File: config.mk
export PLATFORM = sky130hd
export DESIGN_NAME = yuv2rgb_queue
export DESIGN_NICKNAME = d
export VERILOG_FILES = /design/src/sv/yuv2rgb_pkg.sv /design/src/sv/yuv2rgb_queue.sv
export SDC_FILE = /design/constraint.sdc
export NUM_CORES = 1
export LEC_CHECK = 0
export BUFFER_PORTS_ARGS = -buffer_cell sky130_fd_sc_hd__buf_2
export CORE_MARGIN = 5
export CORE_UTILIZATION = 55
export CTS_CLUSTER_DIAMETER = 40
export DETAILED_ROUTE_END_ITERATION = 6
export PLACE_DENSITY = 0.92
export SETUP_SLACK_MARGIN = 0.02
export SLEW_MARGIN = 20
export SYNTH_ARGS = -nofsm -noshare
export SYNTH_HDL_FRONTEND = slang
export SYNTH_SLANG_ARGS = --single-unit
File: constraint.sdc
create_clock -name clk -period 3.96 [get_ports clk]
set_input_delay 0.396 -clock clk [delete_from_list [all_inputs] [get_ports clk]]
set_output_delay 0.396 -clock clk [all_outputs]
set_load 0.05 [all_outputs]
File: src/sv/yuv2rgb_pkg.sv
`default_nettype none

package yuv2rgb_pkg;

	localparam int DEF_MAX_WIDTH      = 2048;
	localparam int DEF_COEF_FRAC_BITS = 8;

	localparam int ALPHA_W   = 9;
	localparam int WIDTH_W   = 12;
	localparam int CFG_IDX_W = 1;
	localparam int CFG_DAT_W = WIDTH_W;

	localparam logic [ALPHA_W-1:0] RST_ALPHA = 9'd256;
	localparam logic [WIDTH_W-1:0] RST_WIDTH = 12'd1920;

	// register indexes on the config port
	localparam logic [CFG_IDX_W-1:0] REG_ALPHA = 1'd0;
	localparam logic [CFG_IDX_W-1:0] REG_WIDTH = 1'd1;

	// front-to-back queue, depth kept a power of two so pointers wrap on their own
	localparam int QDEPTH = 2;
	localparam int QPTR_W = 1;
	localparam int QCNT_W = 2;

	typedef struct packed {
		logic [7:0] luma;
		logic [7:0] cb;
		logic [7:0] cr;
	} pix_t;

	// floor(c * a / 256), saturated to 255
	function automatic logic [7:0] scale_ch(input logic [7:0] c, input logic [ALPHA_W-1:0] a);
		logic [16:0] p;
		p = 17'(c) * 17'(a);
		if (p[16] == 1'b1) begin
			return 8'd255;
		end
		return p[15:8];
	endfunction

	function automatic logic [7:0] sat_alpha(input logic [ALPHA_W-1:0] a);
		if (a[ALPHA_W-1] == 1'b1) begin
			return 8'd255;
		end
		return a[7:0];
	endfunction

endpackage

`default_nettype wire

File: src/sv/yuv2rgb_queue.sv
`default_nettype none

module yuv2rgb_queue (
	input  wire logic              clk,
	input  wire logic              arst_n,
	input  wire logic              in_valid,
	output logic                   in_ready,
	input  wire yuv2rgb_pkg::pix_t in_pix,
	output logic                   out_valid,
	input  wire logic              out_ready,
	output yuv2rgb_pkg::pix_t      out_pix
);
	import yuv2rgb_pkg::*;

	pix_t              slot_q [QDEPTH];
	logic [QPTR_W-1:0] wp_q;
	logic [QPTR_W-1:0] rp_q;
	logic [QCNT_W-1:0] cnt_q;
	logic              push;
	logic              pop;

	assign in_ready  = cnt_q != QCNT_W'(QDEPTH);
	assign out_valid = cnt_q != '0;
	assign push      = in_valid && in_ready;
	assign pop       = out_valid && out_ready;
	assign out_pix   = slot_q[rp_q];

	always_ff @(posedge clk or negedge arst_n) begin
		if (!arst_n) begin
			wp_q  <= '0;
			rp_q  <= '0;
			cnt_q <= '0;
		end else begin
			if (push) begin
				wp_q <= wp_q + QPTR_W'(1);
			end
			if (pop) begin
				rp_q <= rp_q + QPTR_W'(1);
			end
			if (push && !pop) begin
				cnt_q <= cnt_q + QCNT_W'(1);
			end else if (pop && !push) begin
				cnt_q <= cnt_q - QCNT_W'(1);
			end
		end
	end

	always_ff @(posedge clk) begin
		if (push) begin
			slot_q[wp_q] <= in_pix;
		end
	end

	a_cnt_range: assert property (@(posedge clk) disable iff (!arst_n)
		cnt_q <= QCNT_W'(QDEPTH))
		else $error("queue count out of range");

	a_cnt_track: assert property (@(posedge clk) disable iff (!arst_n)
		push && !pop |=> cnt_q == $past(cnt_q) + QCNT_W'(1))
		else $error("queue count missed a push");

endmodule

`default_nettype wire

---- Word level (Yosys, flattened, before mapping) ----
Memories as Yosys holds them, arrays and structs flattened.
Cells that the tools add are included.
storage, ports and cells
  flip-flop bits (word level) ............. 4
  bits in writable memories ............... 48
  bits of input ports ..................... 28
  output and inout bits ................... 26
  word-level logic and storage cells ...... 21
  memories kept ........................... 1
cells by class
  add/subtract/negate cells ............... 4
  equality and inequality tests ........... 1
  mux-type cells .......................... 4
  reductions and logical operators ........ 8
memory list
  name    depth  width  read ports  clocked after Yosys merged registers in  wr ports  line                 source
  slot_q  2      24     1           0                                        1         yuv2rgb_queue.sv:15  pix_t slot_q [QDEPTH];
operators with widths
  operator             number
  $logic_and 1x1->1    4
  $mux 2               2
  $reduce_bool 2->1    2
  $add 1x1->1 const B  2
  $add 2x1->2 const B  1
  $logic_not 1->1      2
  $mux 1               2
  $ne 2x2->1 const B   1
  $sub 2x1->2 const B  1

---- Longest topological paths before layout ----
  word-level depth ........................ 6
  depth in mapped cells ................... 7
  depth with buffers taken out ............ 7

---- Worst setup path before layout ----
No wires, ideal clock.
  path type ............................... reg2reg
  start ................................... reg cnt_q[0]
  end ..................................... mem slot_q[0][0] in the netlist's numbering (enable)
  data arrival time ....................... 2095 ps
  slack ................................... 1461 ps
  cell stages (with the launch flop) ...... 4
  path buffers ............................ 0
  period minus slack after synthesis ...... 2499 ps
  path through ............................ dfrtp_1 nand2b_1 nand2_1 nor2_1
between the ends
  word-level cells in the longest chain between the ends .. 4
RTL lines
  item                          line                 source
  start, declared               yuv2rgb_queue.sv:18  logic [QCNT_W-1:0] cnt_q;
  start signal, assigned        yuv2rgb_queue.sv:41  cnt_q <= cnt_q + QCNT_W'(1);
  start signal, assigned        yuv2rgb_queue.sv:43  cnt_q <= cnt_q - QCNT_W'(1);
  $ne 2x2->1                    yuv2rgb_queue.sv:22  assign in_ready = cnt_q != QCNT_W'(QDEPTH);
  net in_ready                  yuv2rgb_queue.sv:7   output logic in_ready,
  $logic_and 1x1->1             yuv2rgb_queue.sv:24  assign push = in_valid && in_ready;
  $mux 1                        yuv2rgb_queue.sv:49  if (push) begin
  $mux 1 (implied by the code)  yuv2rgb_queue.sv:50  slot_q[wp_q] <= in_pix;
  end, declared                 yuv2rgb_queue.sv:15
The timed path passes the listed nets, and every way through them passes these cells.

==> impl_metrics.yaml <==
global_route:
  globalRouteOverflowTotal: 0
  grt_max_degree: 25
  antenna_found_initial: 0
  grt_pass1_wl_um: 5050
  grt_pass1_vias: 1081
  grt_util_all_layers_pct: 13.2
worst_setup_path:
  cp_data_arrival_time_ps: 1850
  crit_path_end_kind: "primary output"
  path_max_fanout: 18
  cp-start-kind: "register"
  crit_required_ps: 3560
  critical_path_class: "reg2out"
synthesis:
  synth_area_leaders: "edfxtp_1 (71%), mux2_4 (14%), dfrtp_1 (4.9%)"
  synth.most_common_cell: "edfxtp_1"
  synthFlopType: "edfxtp_1"
  synthesis.nets: 122
  ys_types: 16
  synth_edf_count: 48
  synth_top_area_cell: "edfxtp_1"
  avgSynthCellArea_um2: 21.8
  netlist_instances: 93
  synth_area_um2: 2030
  async_flop_share_pct: 7.69
  ys_warn_count: 0
  ys_seq_area_share_pct: 75.9
  synth_top_area_share_pct: 71.0
  ys_ff_latch: 52
  yosys-top-cells-count: "edfxtp_1 (48), mux2_4 (19), mux2_2 (5)"
timing:
  grt_setup_unrepaired: "false"
  finClkSkew_ps: 6.21
  worst_pin_slew_ps: 569
  layout_setup_ws_ps: 1710
  setup_tns_ps: 0
  hold_violations: 0
  holdWs_ps: 286
  setup_viol: 0
  min_period_ps: 2250
  fin_crit_sh_pct: 56.8
  slew_headroom_pct: 62.1
  max_freq_mhz: 445
  drv_slew: 0
cts:
  cts_hold_buf: 1
  postCtsSetupBuffers: 0
  ctsResizeCount: 0
  clk_latency_ps: 290
  clkTransAtPathRegs_ps: 80
  cts_root_buf: "clkbuf_8"
  cts_tree: "built"
  clock-sinks: 52
  cts_buffer_depth: 2
  htree_levels: 2
  cts-buffers-inserted: 5
routing:
  vias_per_cell: 4.89
  drt-initial-drc-count: 31
  drc: 0
  via_count: 987
  ant_nets: 0
  wl_per_cell_um: 15.6
  finalWirelength_um: 3160
  dr.pass1.iters: 4
cells_and_area:
  multi_input_area_um2: 438
  regArea_um2: 1540
  antenna_cells: 0
  layout.nets: 182
  fin_area_um2: 2420
  final_util_pct: 67.1
  drive_gt1_share_pct: 57.8
  area_growth_pct: 19.2
  fillCellCount: 262
floorplanning:
  die_area_um2: 5010
  row_count: 22
  io_pins: 54
  initial_utilization_pct: 56.3
  die_x_um: 70.8
  die-height_um: 70.8
  core_um2: 3610
placement:
  port_buffers: 53
  placed_area_um2: 2320
  pre_cts_slack_ps: 2020
  gp_congestion: 0.795
min_path:
  hp-class: "in2reg"
run_status:
  outcome: "finished, final reports clean"
flow_run:
  drv_cap: 0
power_and_ir_drop:
  ir_worst_vdd_uv: 488
  leakage_nw: 0.985
  p_per_area_nw_per_um2: 849
[cells in the final DEF (no fill, tap or decap)]
master,instances
edfxtp_1,48
dfrtp_1,4
buf_2,53
xor2_1,2
clkbuf_8,5
dlygate4sd3_1,1
inv_1,1
nand2_1,1
buf_4,2
and3_2,1
nor2_2,1
mux2_2,5
xnor2_1,3
nor2_1,1
or2_1,1
mux2_4,19
clkinv_1,1
ha_1,1
clkinv_2,1
inv_6,1
nand2b_1,1
nand2_2,1
[cells by family after synthesis]
family,Yosys count,synth area share (%)
DFF,52,75.9
muxes,24,16.8
and+or+nand+nor,7,1.79
xor gates and xnor gates,5,2.16
buffers and inverters,4,2.71
adders and majority gates,1,0.616
[state kept, by name, summed over array words and instances (netlist names)]
signal	count
slot_q	48
rp_q	1
wp_q	1
cnt_q	2
[critical path: stages, from the launching register on]
cell     delay (ps)
dfrtp_1         590
buf_4           380
mux2_2          370
buf_2           210
[report_power, final]
| part | switching, W | internal (W) | leakage, nW | total (W) |
|---|---|---|---|---|
| sequential | 0.0000629 | 0.000756 | 0.493 | 0.000819 |
| clock | 0.000156 | 0.000123 | 0.0460 | 0.000280 |
| combinational | 0.000648 | 0.000309 | 0.447 | 0.000957 |
| total | 0.000867 | 0.00119 | 0.985 | 0.00206 |
[metrics by stage]
step | cells | total power, W
2_1_floorplan | 93 | 0.00166
3_3_place_gp | 193 | 0.00177
3_5_place_dp | 193 | 0.00180
4_1_cts | 202 | 0.00208
5_1_grt | 202 | 0.00216
6_report | 202 | 0.00206
[final timing paths]
path,to,cells after the start,slack [ps],start
min in group asynchronous,cnt_q[1],2,420,arst_n
worst max-delay path,out_pix[10],3,1710,rp_q
max in group asynchronous,rp_q,2,3410,arst_n
worst min-delay path,slot_q[1][18],1,290,in_pix[18]
worst min register to register,cnt_q[1],1,510,cnt_q[1]
worst max register to register,slot_q[0][15],4,2300,cnt_q[0]
[metal layers]
metal	global-route usage [%]	routed length (um)	share of wire (%)
met1	14.5	1180	37
met3	5.82	297	9.4
met2	23.6	1660	52
met4	3.13	24	0.76
met5	0	0	0
[area by class of cell]
cell class,count,share of cell area [%]
timing repair buffer,56,12.0
clock buffer,5,2.84
inverter,1,0.155
clock inverter,3,0.724
multi-input combinational,37,18.1
sequential,52,63.7
tap,48,2.48
No activity file was read; power rests on OpenSTA's default activity.
