==> src/sv/yuv2rgb_pkg.sv <==
`default_nettype none

package yuv2rgb_pkg;

	localparam int DEF_MAX_WIDTH      = 2048;
	localparam int DEF_COEF_FRAC_BITS = 8;

	localparam int ALPHA_W   = 9;
	localparam int WIDTH_W   = 12;
	localparam int CFG_IDX_W = 1;
	localparam int CFG_DAT_W = WIDTH_W;

	localparam logic [ALPHA_W-1:0] RST_ALPHA = 9'd256;
	localparam logic [WIDTH_W-1:0] RST_WIDTH = 12'd1920;

	// register indexes on the config port
	localparam logic [CFG_IDX_W-1:0] REG_ALPHA = 1'd0;
	localparam logic [CFG_IDX_W-1:0] REG_WIDTH = 1'd1;

	// front-to-back queue, depth kept a power of two so pointers wrap on their own
	localparam int QDEPTH = 2;
	localparam int QPTR_W = 1;
	localparam int QCNT_W = 2;

	typedef struct packed {
		logic [7:0] luma;
		logic [7:0] cb;
		logic [7:0] cr;
	} pix_t;

	// floor(c * a / 256), saturated to 255
	function automatic logic [7:0] scale_ch(input logic [7:0] c, input logic [ALPHA_W-1:0] a);
		logic [16:0] p;
		p = 17'(c) * 17'(a);
		if (p[16] == 1'b1) begin
			return 8'd255;
		end
		return p[15:8];
	endfunction

	function automatic logic [7:0] sat_alpha(input logic [ALPHA_W-1:0] a);
		if (a[ALPHA_W-1] == 1'b1) begin
			return 8'd255;
		end
		return a[7:0];
	endfunction

endpackage

`default_nettype wire

==> src/sv/yuv2rgb_back.sv <==
`default_nettype none

module yuv2rgb_back #(
	parameter int COEF_FRAC_BITS = yuv2rgb_pkg::DEF_COEF_FRAC_BITS
) (
	input  wire logic                             clk,
	input  wire logic                             arst_n,
	input  wire logic [yuv2rgb_pkg::ALPHA_W-1:0]  alpha_level,
	input  wire logic                             in_valid,
	output logic                                  in_ready,
	input  wire yuv2rgb_pkg::pix_t                in_pix,
	output logic                                  out_valid,
	input  wire logic                             out_ready,
	output logic [7:0]                            red,
	output logic [7:0]                            green,
	output logic [7:0]                            blue,
	output logic [7:0]                            alpha_out
);
	import yuv2rgb_pkg::*;

	localparam int F  = COEF_FRAC_BITS;
	localparam int SW = F + 11;

	localparam int K_RV = ((1140 << F) + 500) / 1000;
	localparam int K_GU = ((394 << F) + 500) / 1000;
	localparam int K_GV = ((581 << F) + 500) / 1000;
	localparam int K_BU = ((2032 << F) + 500) / 1000;

	localparam logic signed [SW-1:0] KS_RV = SW'(K_RV);
	localparam logic signed [SW-1:0] KS_GU = SW'(K_GU);
	localparam logic signed [SW-1:0] KS_GV = SW'(K_GV);
	localparam logic signed [SW-1:0] KS_BU = SW'(K_BU);
	localparam logic [SW-1:0]        HALF  = SW'(1) << (F - 1);

	logic signed [8:0]    u_d;
	logic signed [8:0]    v_d;
	logic signed [SW-1:0] y_sc;
	logic signed [SW-1:0] r_sum;
	logic signed [SW-1:0] g_sum;
	logic signed [SW-1:0] b_sum;

	logic                 b1_v;
	logic signed [SW-1:0] r_sum_s1;
	logic signed [SW-1:0] g_sum_s1;
	logic signed [SW-1:0] b_sum_s1;
	logic                 out_v;
	logic                 b1_adv;
	logic                 out_adv;

	// negative gives 0, else round half up and saturate
	function automatic logic [7:0] clamp_ch(input logic signed [SW-1:0] s);
		logic [SW-1:0] rnd;
		logic [SW-1:0] sh;
		if (s < 0) begin
			return 8'd0;
		end
		rnd = SW'(unsigned'(s)) + HALF;
		sh  = rnd >> F;
		if (sh > SW'(255)) begin
			return 8'd255;
		end
		return sh[7:0];
	endfunction

	always_comb begin
		u_d   = $signed({1'b0, in_pix.cb}) - 9'sd128;
		v_d   = $signed({1'b0, in_pix.cr}) - 9'sd128;
		y_sc  = $signed(SW'(in_pix.luma) << F);
		r_sum = y_sc + KS_RV * SW'(v_d);
		g_sum = y_sc - KS_GU * SW'(u_d) - KS_GV * SW'(v_d);
		b_sum = y_sc + KS_BU * SW'(u_d);
	end

	assign out_adv  = !out_v || out_ready;
	assign b1_adv   = !b1_v || out_adv;
	assign in_ready = b1_adv;

	always_ff @(posedge clk or negedge arst_n) begin
		if (!arst_n) begin
			b1_v  <= 1'b0;
			out_v <= 1'b0;
		end else begin
			if (b1_adv) begin
				b1_v <= in_valid;
			end
			if (out_adv) begin
				out_v <= b1_v;
			end
		end
	end

	always_ff @(posedge clk) begin
		if (in_valid && b1_adv) begin
			r_sum_s1 <= r_sum;
			g_sum_s1 <= g_sum;
			b_sum_s1 <= b_sum;
		end
		if (b1_v && out_adv) begin
			red       <= scale_ch(clamp_ch(r_sum_s1), alpha_level);
			green     <= scale_ch(clamp_ch(g_sum_s1), alpha_level);
			blue      <= scale_ch(clamp_ch(b_sum_s1), alpha_level);
			alpha_out <= sat_alpha(alpha_level);
		end
	end

	assign out_valid = out_v;

	a_b1_hold: assert property (@(posedge clk) disable iff (!arst_n)
		b1_v && !out_adv |=> b1_v)
		else $error("sum stage dropped a stalled word");

	a_b1_moves: assert property (@(posedge clk) disable iff (!arst_n)
		b1_v && out_adv |=> out_v)
		else $error("sum stage word lost on its way to the output");

endmodule

`default_nettype wire

==> config.mk <==
export PLATFORM = sky130hd
export DESIGN_NAME = yuv2rgb_back
export DESIGN_NICKNAME = d
export VERILOG_FILES = /design/src/sv/yuv2rgb_pkg.sv /design/src/sv/yuv2rgb_back.sv
export SDC_FILE = /design/constraint.sdc
export NUM_CORES = 1
export LEC_CHECK = 0
export BUFFER_PORTS_ARGS = -buffer_cell sky130_fd_sc_hd__clkbuf_2
export CORE_MARGIN = 2
export CORE_UTILIZATION = 62
export DETAILED_ROUTE_END_ITERATION = 10
export PLACE_DENSITY = 0.78
export RECOVER_POWER = 25
export SYNTH_ARGS = -nofsm -noshare
export SYNTH_HDL_FRONTEND = slang
export SYNTH_SLANG_ARGS = --single-unit
==> constraint.sdc <==
create_clock -name clk -period 8.9 [get_ports clk]
set_input_delay 0 -clock clk [delete_from_list [all_inputs] [get_ports clk]]
set_output_delay 0 -clock clk [all_outputs]
set_load 0.05 [all_outputs]
Yosys cells after proc, flatten, opt, wreduce, memory -nomap -nowiden
Index checks and enable logic that the tools add are counted.
{"block": "classes", "magnitude_cmp": 6, "muxes": 46, "multipliers": 7, "add_sub_neg": 9, "n_reduce_logical": 6}
{"op": "$mux 8", "count": 23}
{"op": "$add 19x8->19 const B", "count": 3}
{"op": "$lt 19x1->1 const B", "count": 3}
{"op": "$mul 8x9->17", "count": 3}
{"op": "$add 17x19->19", "count": 2}
{"op": "$mul 8x9->17 const A", "count": 2}
{"op": "$gt 11x8->1 const B", "count": 3}
{"op": "$mux 1", "count": 23}
{"op": "$sub 18x18->19", "count": 1}
{"op": "$mul 9x9->18 const A", "count": 1}
{"op": "$sub 17x17->18", "count": 1}
{"op": "$sub 8x8->9 const B", "count": 2}
{"op": "$mul 8x9->16 const A", "count": 1}
{"op": "$logic_and 1x1->1", "count": 2}
{"op": "$logic_not 1->1", "count": 2}
{"op": "$logic_or 1x1->1", "count": 2}
{"block": "totals", "ff_bits": 91, "inputBits": 37, "wordCells": 83}

Longest topological paths before layout
{"block": "depth", "word_depth": 13, "depth_mapped": 23, "ltp_nobuf": 23}

Least setup slack after synthesis
OpenSTA, ideal clock, no wires.
{"block": "synth_timing", "path_type": "register to register", "from": "register b_sum_s1[7]", "to": "register blue[6], data pin", "stages_incl_launch_ff": 21, "synth_period_minus_slack_ps": 6334, "path_buffers": 0, "t_required_ps": 8628, "slack_ps": 2566, "arrival_time_ps": 6061, "cell_sequence": "edfxtp_1 -> ha_1 -> or4b_4 -> a2111oi_4 -> a21o_1 -> a21oi_1 -> and2_1 -> fa_1 -> fa_1 -> fa_1 -> inv_1 -> fa_1 -> inv_1 -> ha_1 -> nand2_1 -> or3_1 -> a2111o_1 -> a311oi_2 -> o21bai_1 -> nand3_2 -> o2111ai_2"}
{"block": "synth_between", "elab_chain_cells": 12, "word_cells_on_any_way": 16, "classes_between": "add/sub: 1; mul: 1; order compare: 2; mux: 12"}
{"item": "start, declared", "line": "yuv2rgb_back.sv:45", "source": "logic signed [SW-1:0] b_sum_s1;"}
{"item": "start signal, assigned", "line": "yuv2rgb_back.sv:96", "source": "b_sum_s1 <= b_sum;"}
{"item": "$add 19x8->19", "line": "yuv2rgb_back.sv:57", "source": "rnd = SW'(unsigned'(s)) + HALF;"}
{"item": "$gt 11x8->1", "line": "yuv2rgb_back.sv:59", "source": "if (sh > SW'(255)) begin"}
{"item": "$mux 1", "line": "yuv2rgb_back.sv:59"}
{"item": "$mux 1", "line": "yuv2rgb_back.sv:57"}
{"item": "$mux 1", "line": "yuv2rgb_back.sv:98", "source": "if (b1_v && out_adv) begin"}
{"item": "$mux 8", "line": "yuv2rgb_back.sv:62", "source": "return sh[7:0];"}
{"item": "$mux 8 *", "line": "yuv2rgb_back.sv:57"}
{"item": "$mux 8 *", "line": "yuv2rgb_back.sv:98"}
{"item": "$mul 8x9->17 *", "line": "yuv2rgb_pkg.sv:34", "source": "p = 17'(c) * 17'(a);"}
{"item": "$mux 1", "line": "yuv2rgb_pkg.sv:35", "source": "if (p[16] == 1'b1) begin"}
{"item": "$mux 1", "line": "yuv2rgb_back.sv:98"}
{"item": "$mux 8 *", "line": "yuv2rgb_pkg.sv:38", "source": "return p[15:8];"}
{"item": "end signal, assigned", "line": "yuv2rgb_back.sv:101", "source": "blue <= scale_ch(clamp_ch(b_sum_s1), alpha_level);"}
{"item": "end, declared", "line": "yuv2rgb_back.sv:16", "source": "output logic [7:0] blue,"}
Mark *: on every way between the ends. The rest lies on a longest branch, timed or not. The select of a mux whose other input is x is not followed.
A chain may end at the register's enable or synchronous reset.

Worst setup path in the final report
{"block": "layout_timing", "from": "register b_sum_s1[7]", "to": "register blue[7], data pin"}
The elaborated chain is that of the path after synthesis.

==> flow_metrics.env <==
export IMPL_fin_util_pct=67.9
export IMPL_cts_root_buf="clkbuf_16"
export IMPL_hp_class="in -> reg"
export IMPL_routed_via_density=5.65
export IMPL_syn_area_um2=14400
export IMPL_cts_sinks=70
export IMPL_placed_cells_incl_taps=1879
export IMPL_synthArstFlopShare_pct=2.86
export IMPL_drtIter0Drc=605
export IMPL_holdWs_ns=0.114
export IMPL_track_usage_pct=26.6
export IMPL_place_hpwl_um=24700
export IMPL_port_buffers=70
export IMPL_ys_top_cells_by_area="fa_1 (25%), ha_1 (21%), edfxtp_1 (14%)"
export IMPL_vias=10700
export IMPL_worstPathMaxFanout=9
export IMPL_synthCells=1521
export IMPL_cts_buffers=9
export IMPL_dieHeight_um=157
export IMPL_antenna_found_initial=0
export IMPL_cp_start_kind="register"
export IMPL_core_area_um2=22800
export IMPL_grt_pass1_wl_um=52400
export IMPL_slew_headroom_pct=10.5
export IMPL_finalHoldViolCount=0
export IMPL_rows=55
export IMPL_drv_cap=0
export IMPL_initial_core_util_pct=63.4
export IMPL_drc=0
export IMPL_required_ns=8.99
export IMPL_ant_nets=0
export IMPL_die_area_um2=24500
export IMPL_fin_skew_ns=0.00661
export IMPL_period_share_pct=77.8
export IMPL_setup_viol=0
export IMPL_grt_pass1_vias=11100
export IMPL_holdBufCountCts=5
export IMPL_syn_nets=1980
export IMPL_htreeDepth=3
export IMPL_run_status="completed"
export IMPL_cp_common_cell="fa_1"
export IMPL_rsz0062_at_grt="false"
export IMPL_dieWidth_um=157
export IMPL_cts_tree="done"
export IMPL_period_minus_slack_ns=6.92
export IMPL_max_stage_delay_ns=0.55
export IMPL_ctsResizeCount=0
export IMPL_nNetsFinal=2041
export IMPL_ys_seq_area_share_pct=14.5
export IMPL_worst_pin_slew_ns=1.34
export IMPL_synth_seq_cells=70
export IMPL_synth_top_area_share_pct=24.7
export IMPL_clk_latency_ns=0.35
export IMPL_crit_type="reg -> reg"
export IMPL_drv_slew=0
export IMPL_tns_ns=0
export IMPL_firstDrtPassIters=5
export IMPL_stdcell_count=1900
export IMPL_area_delta_synth_final_pct=7.14
export IMPL_grt_overflow=0
export IMPL_path_cells="ha_1 > or4b_4 > a2111oi_4 > a21o_1 > a21oi_1 > and2_1 > fa_1 > fa_1 > fa_1 > inv_1 > fa_1 > inv_1 > ha_1 > nand2_1 > or3_1 > a2111o_1 > a311oi_2 > o21bai_1 > nand3_2 > o221ai_2"
export IMPL_synth_main_ff_cell="edfxtp_1"
export IMPL_max_freq_mhz=144
export IMPL_critical_path_slowest_cell="or4b_4"
export IMPL_synth_edf_count=68
export IMPL_yosysUniqueCellTypes=67
export IMPL_n_antenna_cell=0
export IMPL_clock_path_buffers=2
export IMPL_yosysWarnings=0
export IMPL_grt_max_degree=37
export IMPL_ios=71
export IMPL_cp_end_kind="register"
export IMPL_cts_setup_buffers=0
export IMPL_clk_pin_slew_ns=0.06
export IMPL_wl_per_cell_um=16.0
export IMPL_worstPathArrival_ns=7.01
export IMPL_totalWireLength_um=30400
export IMPL_avgSynthCellArea_um2=9.50
export IMPL_place_congestion=0.887
export IMPL_drive_gt1_share_pct=5.67
export IMPL_synth_area_leader_cell="fa_1"
-- worst max-delay path, delay by kind of cell, from the launching register on --
family	cells	cell delay (ns)
AOI/OAI and AO/OA	7	1.94
adders and majority gates	6	2.73
buffers and inverters	2	0.10
DFF	1	0.43
and+or+nand+nor	5	1.44
-- per-stage QoR --
step,worst slack [ns],instance area [um2]
2_1_floorplan,2.57,14400
3_3_place_gp,2.24,15100
6_report,1.98,15500
4_1_cts,2.02,15500
3_5_place_dp,2.05,15100
5_1_grt,1.42,15500
-- cell usage after synthesis (2+ instances only) --
master	instances
o211a_1	2
a311oi_1	2
a21boi_0	3
and2_1	185
nor2b_1	8
or2_2	16
o21a_1	11
nand2_1	85
o31ai_1	4
a21o_1	15
nand3b_1	4
nor2_1	57
or3_1	5
nand2b_1	11
nor3_1	22
edfxtp_1	68
a2111oi_0	2
nand3_1	22
fa_1	178
o21bai_1	8
a211oi_1	8
xnor2_1	64
a211o_1	4
nand4b_1	5
o21ai_0	32
and3_1	4
inv_1	251
ha_1	244
o211ai_1	7
nand4_1	14
a31oi_1	6
dfrtp_1	2
clkbuf_1	28
a311o_1	4
a31o_2	4
o2111ai_2	2
o31a_1	4
xor2_1	18
a21oi_1	71
nor4_1	6
mux2i_1	8
o2111ai_1	2
-- sequential cells by signal (all words and copies together) (netlist names) --
name       cells
alpha_out      8
b_sum_s1      12
r_sum_s1      12
blue           8
green          8
red            8
b1_v           1
out_valid      1
g_sum_s1      12
-- routing by layer --
layer / share of wire (%) / global-route usage [%] / up-vias
li1: - / - / 5160
met5: 0 / 0 / -
met4: 1.9 / 7.38 / 0
met2: 48 / 45.1 / 279
met1: 46 / 36.6 / 5259
met3: 4.6 / 2.46 / 43
-- worst paths after layout --
path                                       startpoint                     to  slack, ns  cells past startpoint
max in group asynchronous                      arst_n  out_valid$_DFFE_PN0P_       8.25                      3
worst min register to register       b1_v$_DFFE_PN0N_  out_valid$_DFFE_PN0P_       0.50                      1
worst min-delay path                       in_pix[13]  b_sum_s1[8]$_DFFE_PP_       0.11                      2
min in group asynchronous                      arst_n       b1_v$_DFFE_PN0N_       0.53                      3
worst max register to register  b_sum_s1[7]$_DFFE_PP_  blue[7]$_SDFFCE_PP1P_       1.98                     20
worst max-delay path            b_sum_s1[7]$_DFFE_PP_  blue[7]$_SDFFCE_PP1P_       1.98                     20
-- cells by family (layout without fill, tap and decap cells) --
| kind of cell | Yosys count | in the layout | share of synthesized area (%) |
|---|---|---|---|
| buf+inv | 279 | 345 | 7.25 |
| flops | 70 | 70 | 14.5 |
| mux | 10 | 10 | 0.736 |
| xor+xnor | 82 | 82 | 4.97 |
| fa+ha+maj | 422 | 422 | 45.8 |
| simple gates | 452 | 452 | 17.1 |
| compound gates | 206 | 206 | 9.66 |
-- layout by cell type, fill, tap and decap left out, types with 5 or more instances in the layout --
cell	n
a211oi_1	8
a21o_1	15
a21oi_1	71
a31oi_1	6
and2_1	185
clkbuf_1	32
clkbuf_16	9
clkbuf_2	38
dlygate4sd3_1	5
edfxtp_1	68
fa_1	178
ha_1	244
inv_1	251
mux2i_1	8
nand2_1	85
nand2b_1	11
nand3_1	22
nand4_1	14
nand4b_1	5
nor2_1	57
nor2b_1	8
nor3_1	22
nor4_1	6
o211ai_1	7
o21a_1	11
o21ai_0	32
o21bai_1	8
or2_2	16
or3_1	5
xnor2_1	64
xor2_1	18
-- cell type report --
type | instances | area [um2]
multi-input cells | 1172 | 11300
clock inverters | 7 | 136
repair buffers | 78 | 383
inverters | 251 | 942
well taps | 313 | 392
clock buffers | 9 | 225
fillers | 1802 | 7300
flip-flops and latches | 70 | 2090
Power is left out: the tool's default activity adds up to more than one toggle a clock period on the data nets, which glitch-free logic cannot reach.
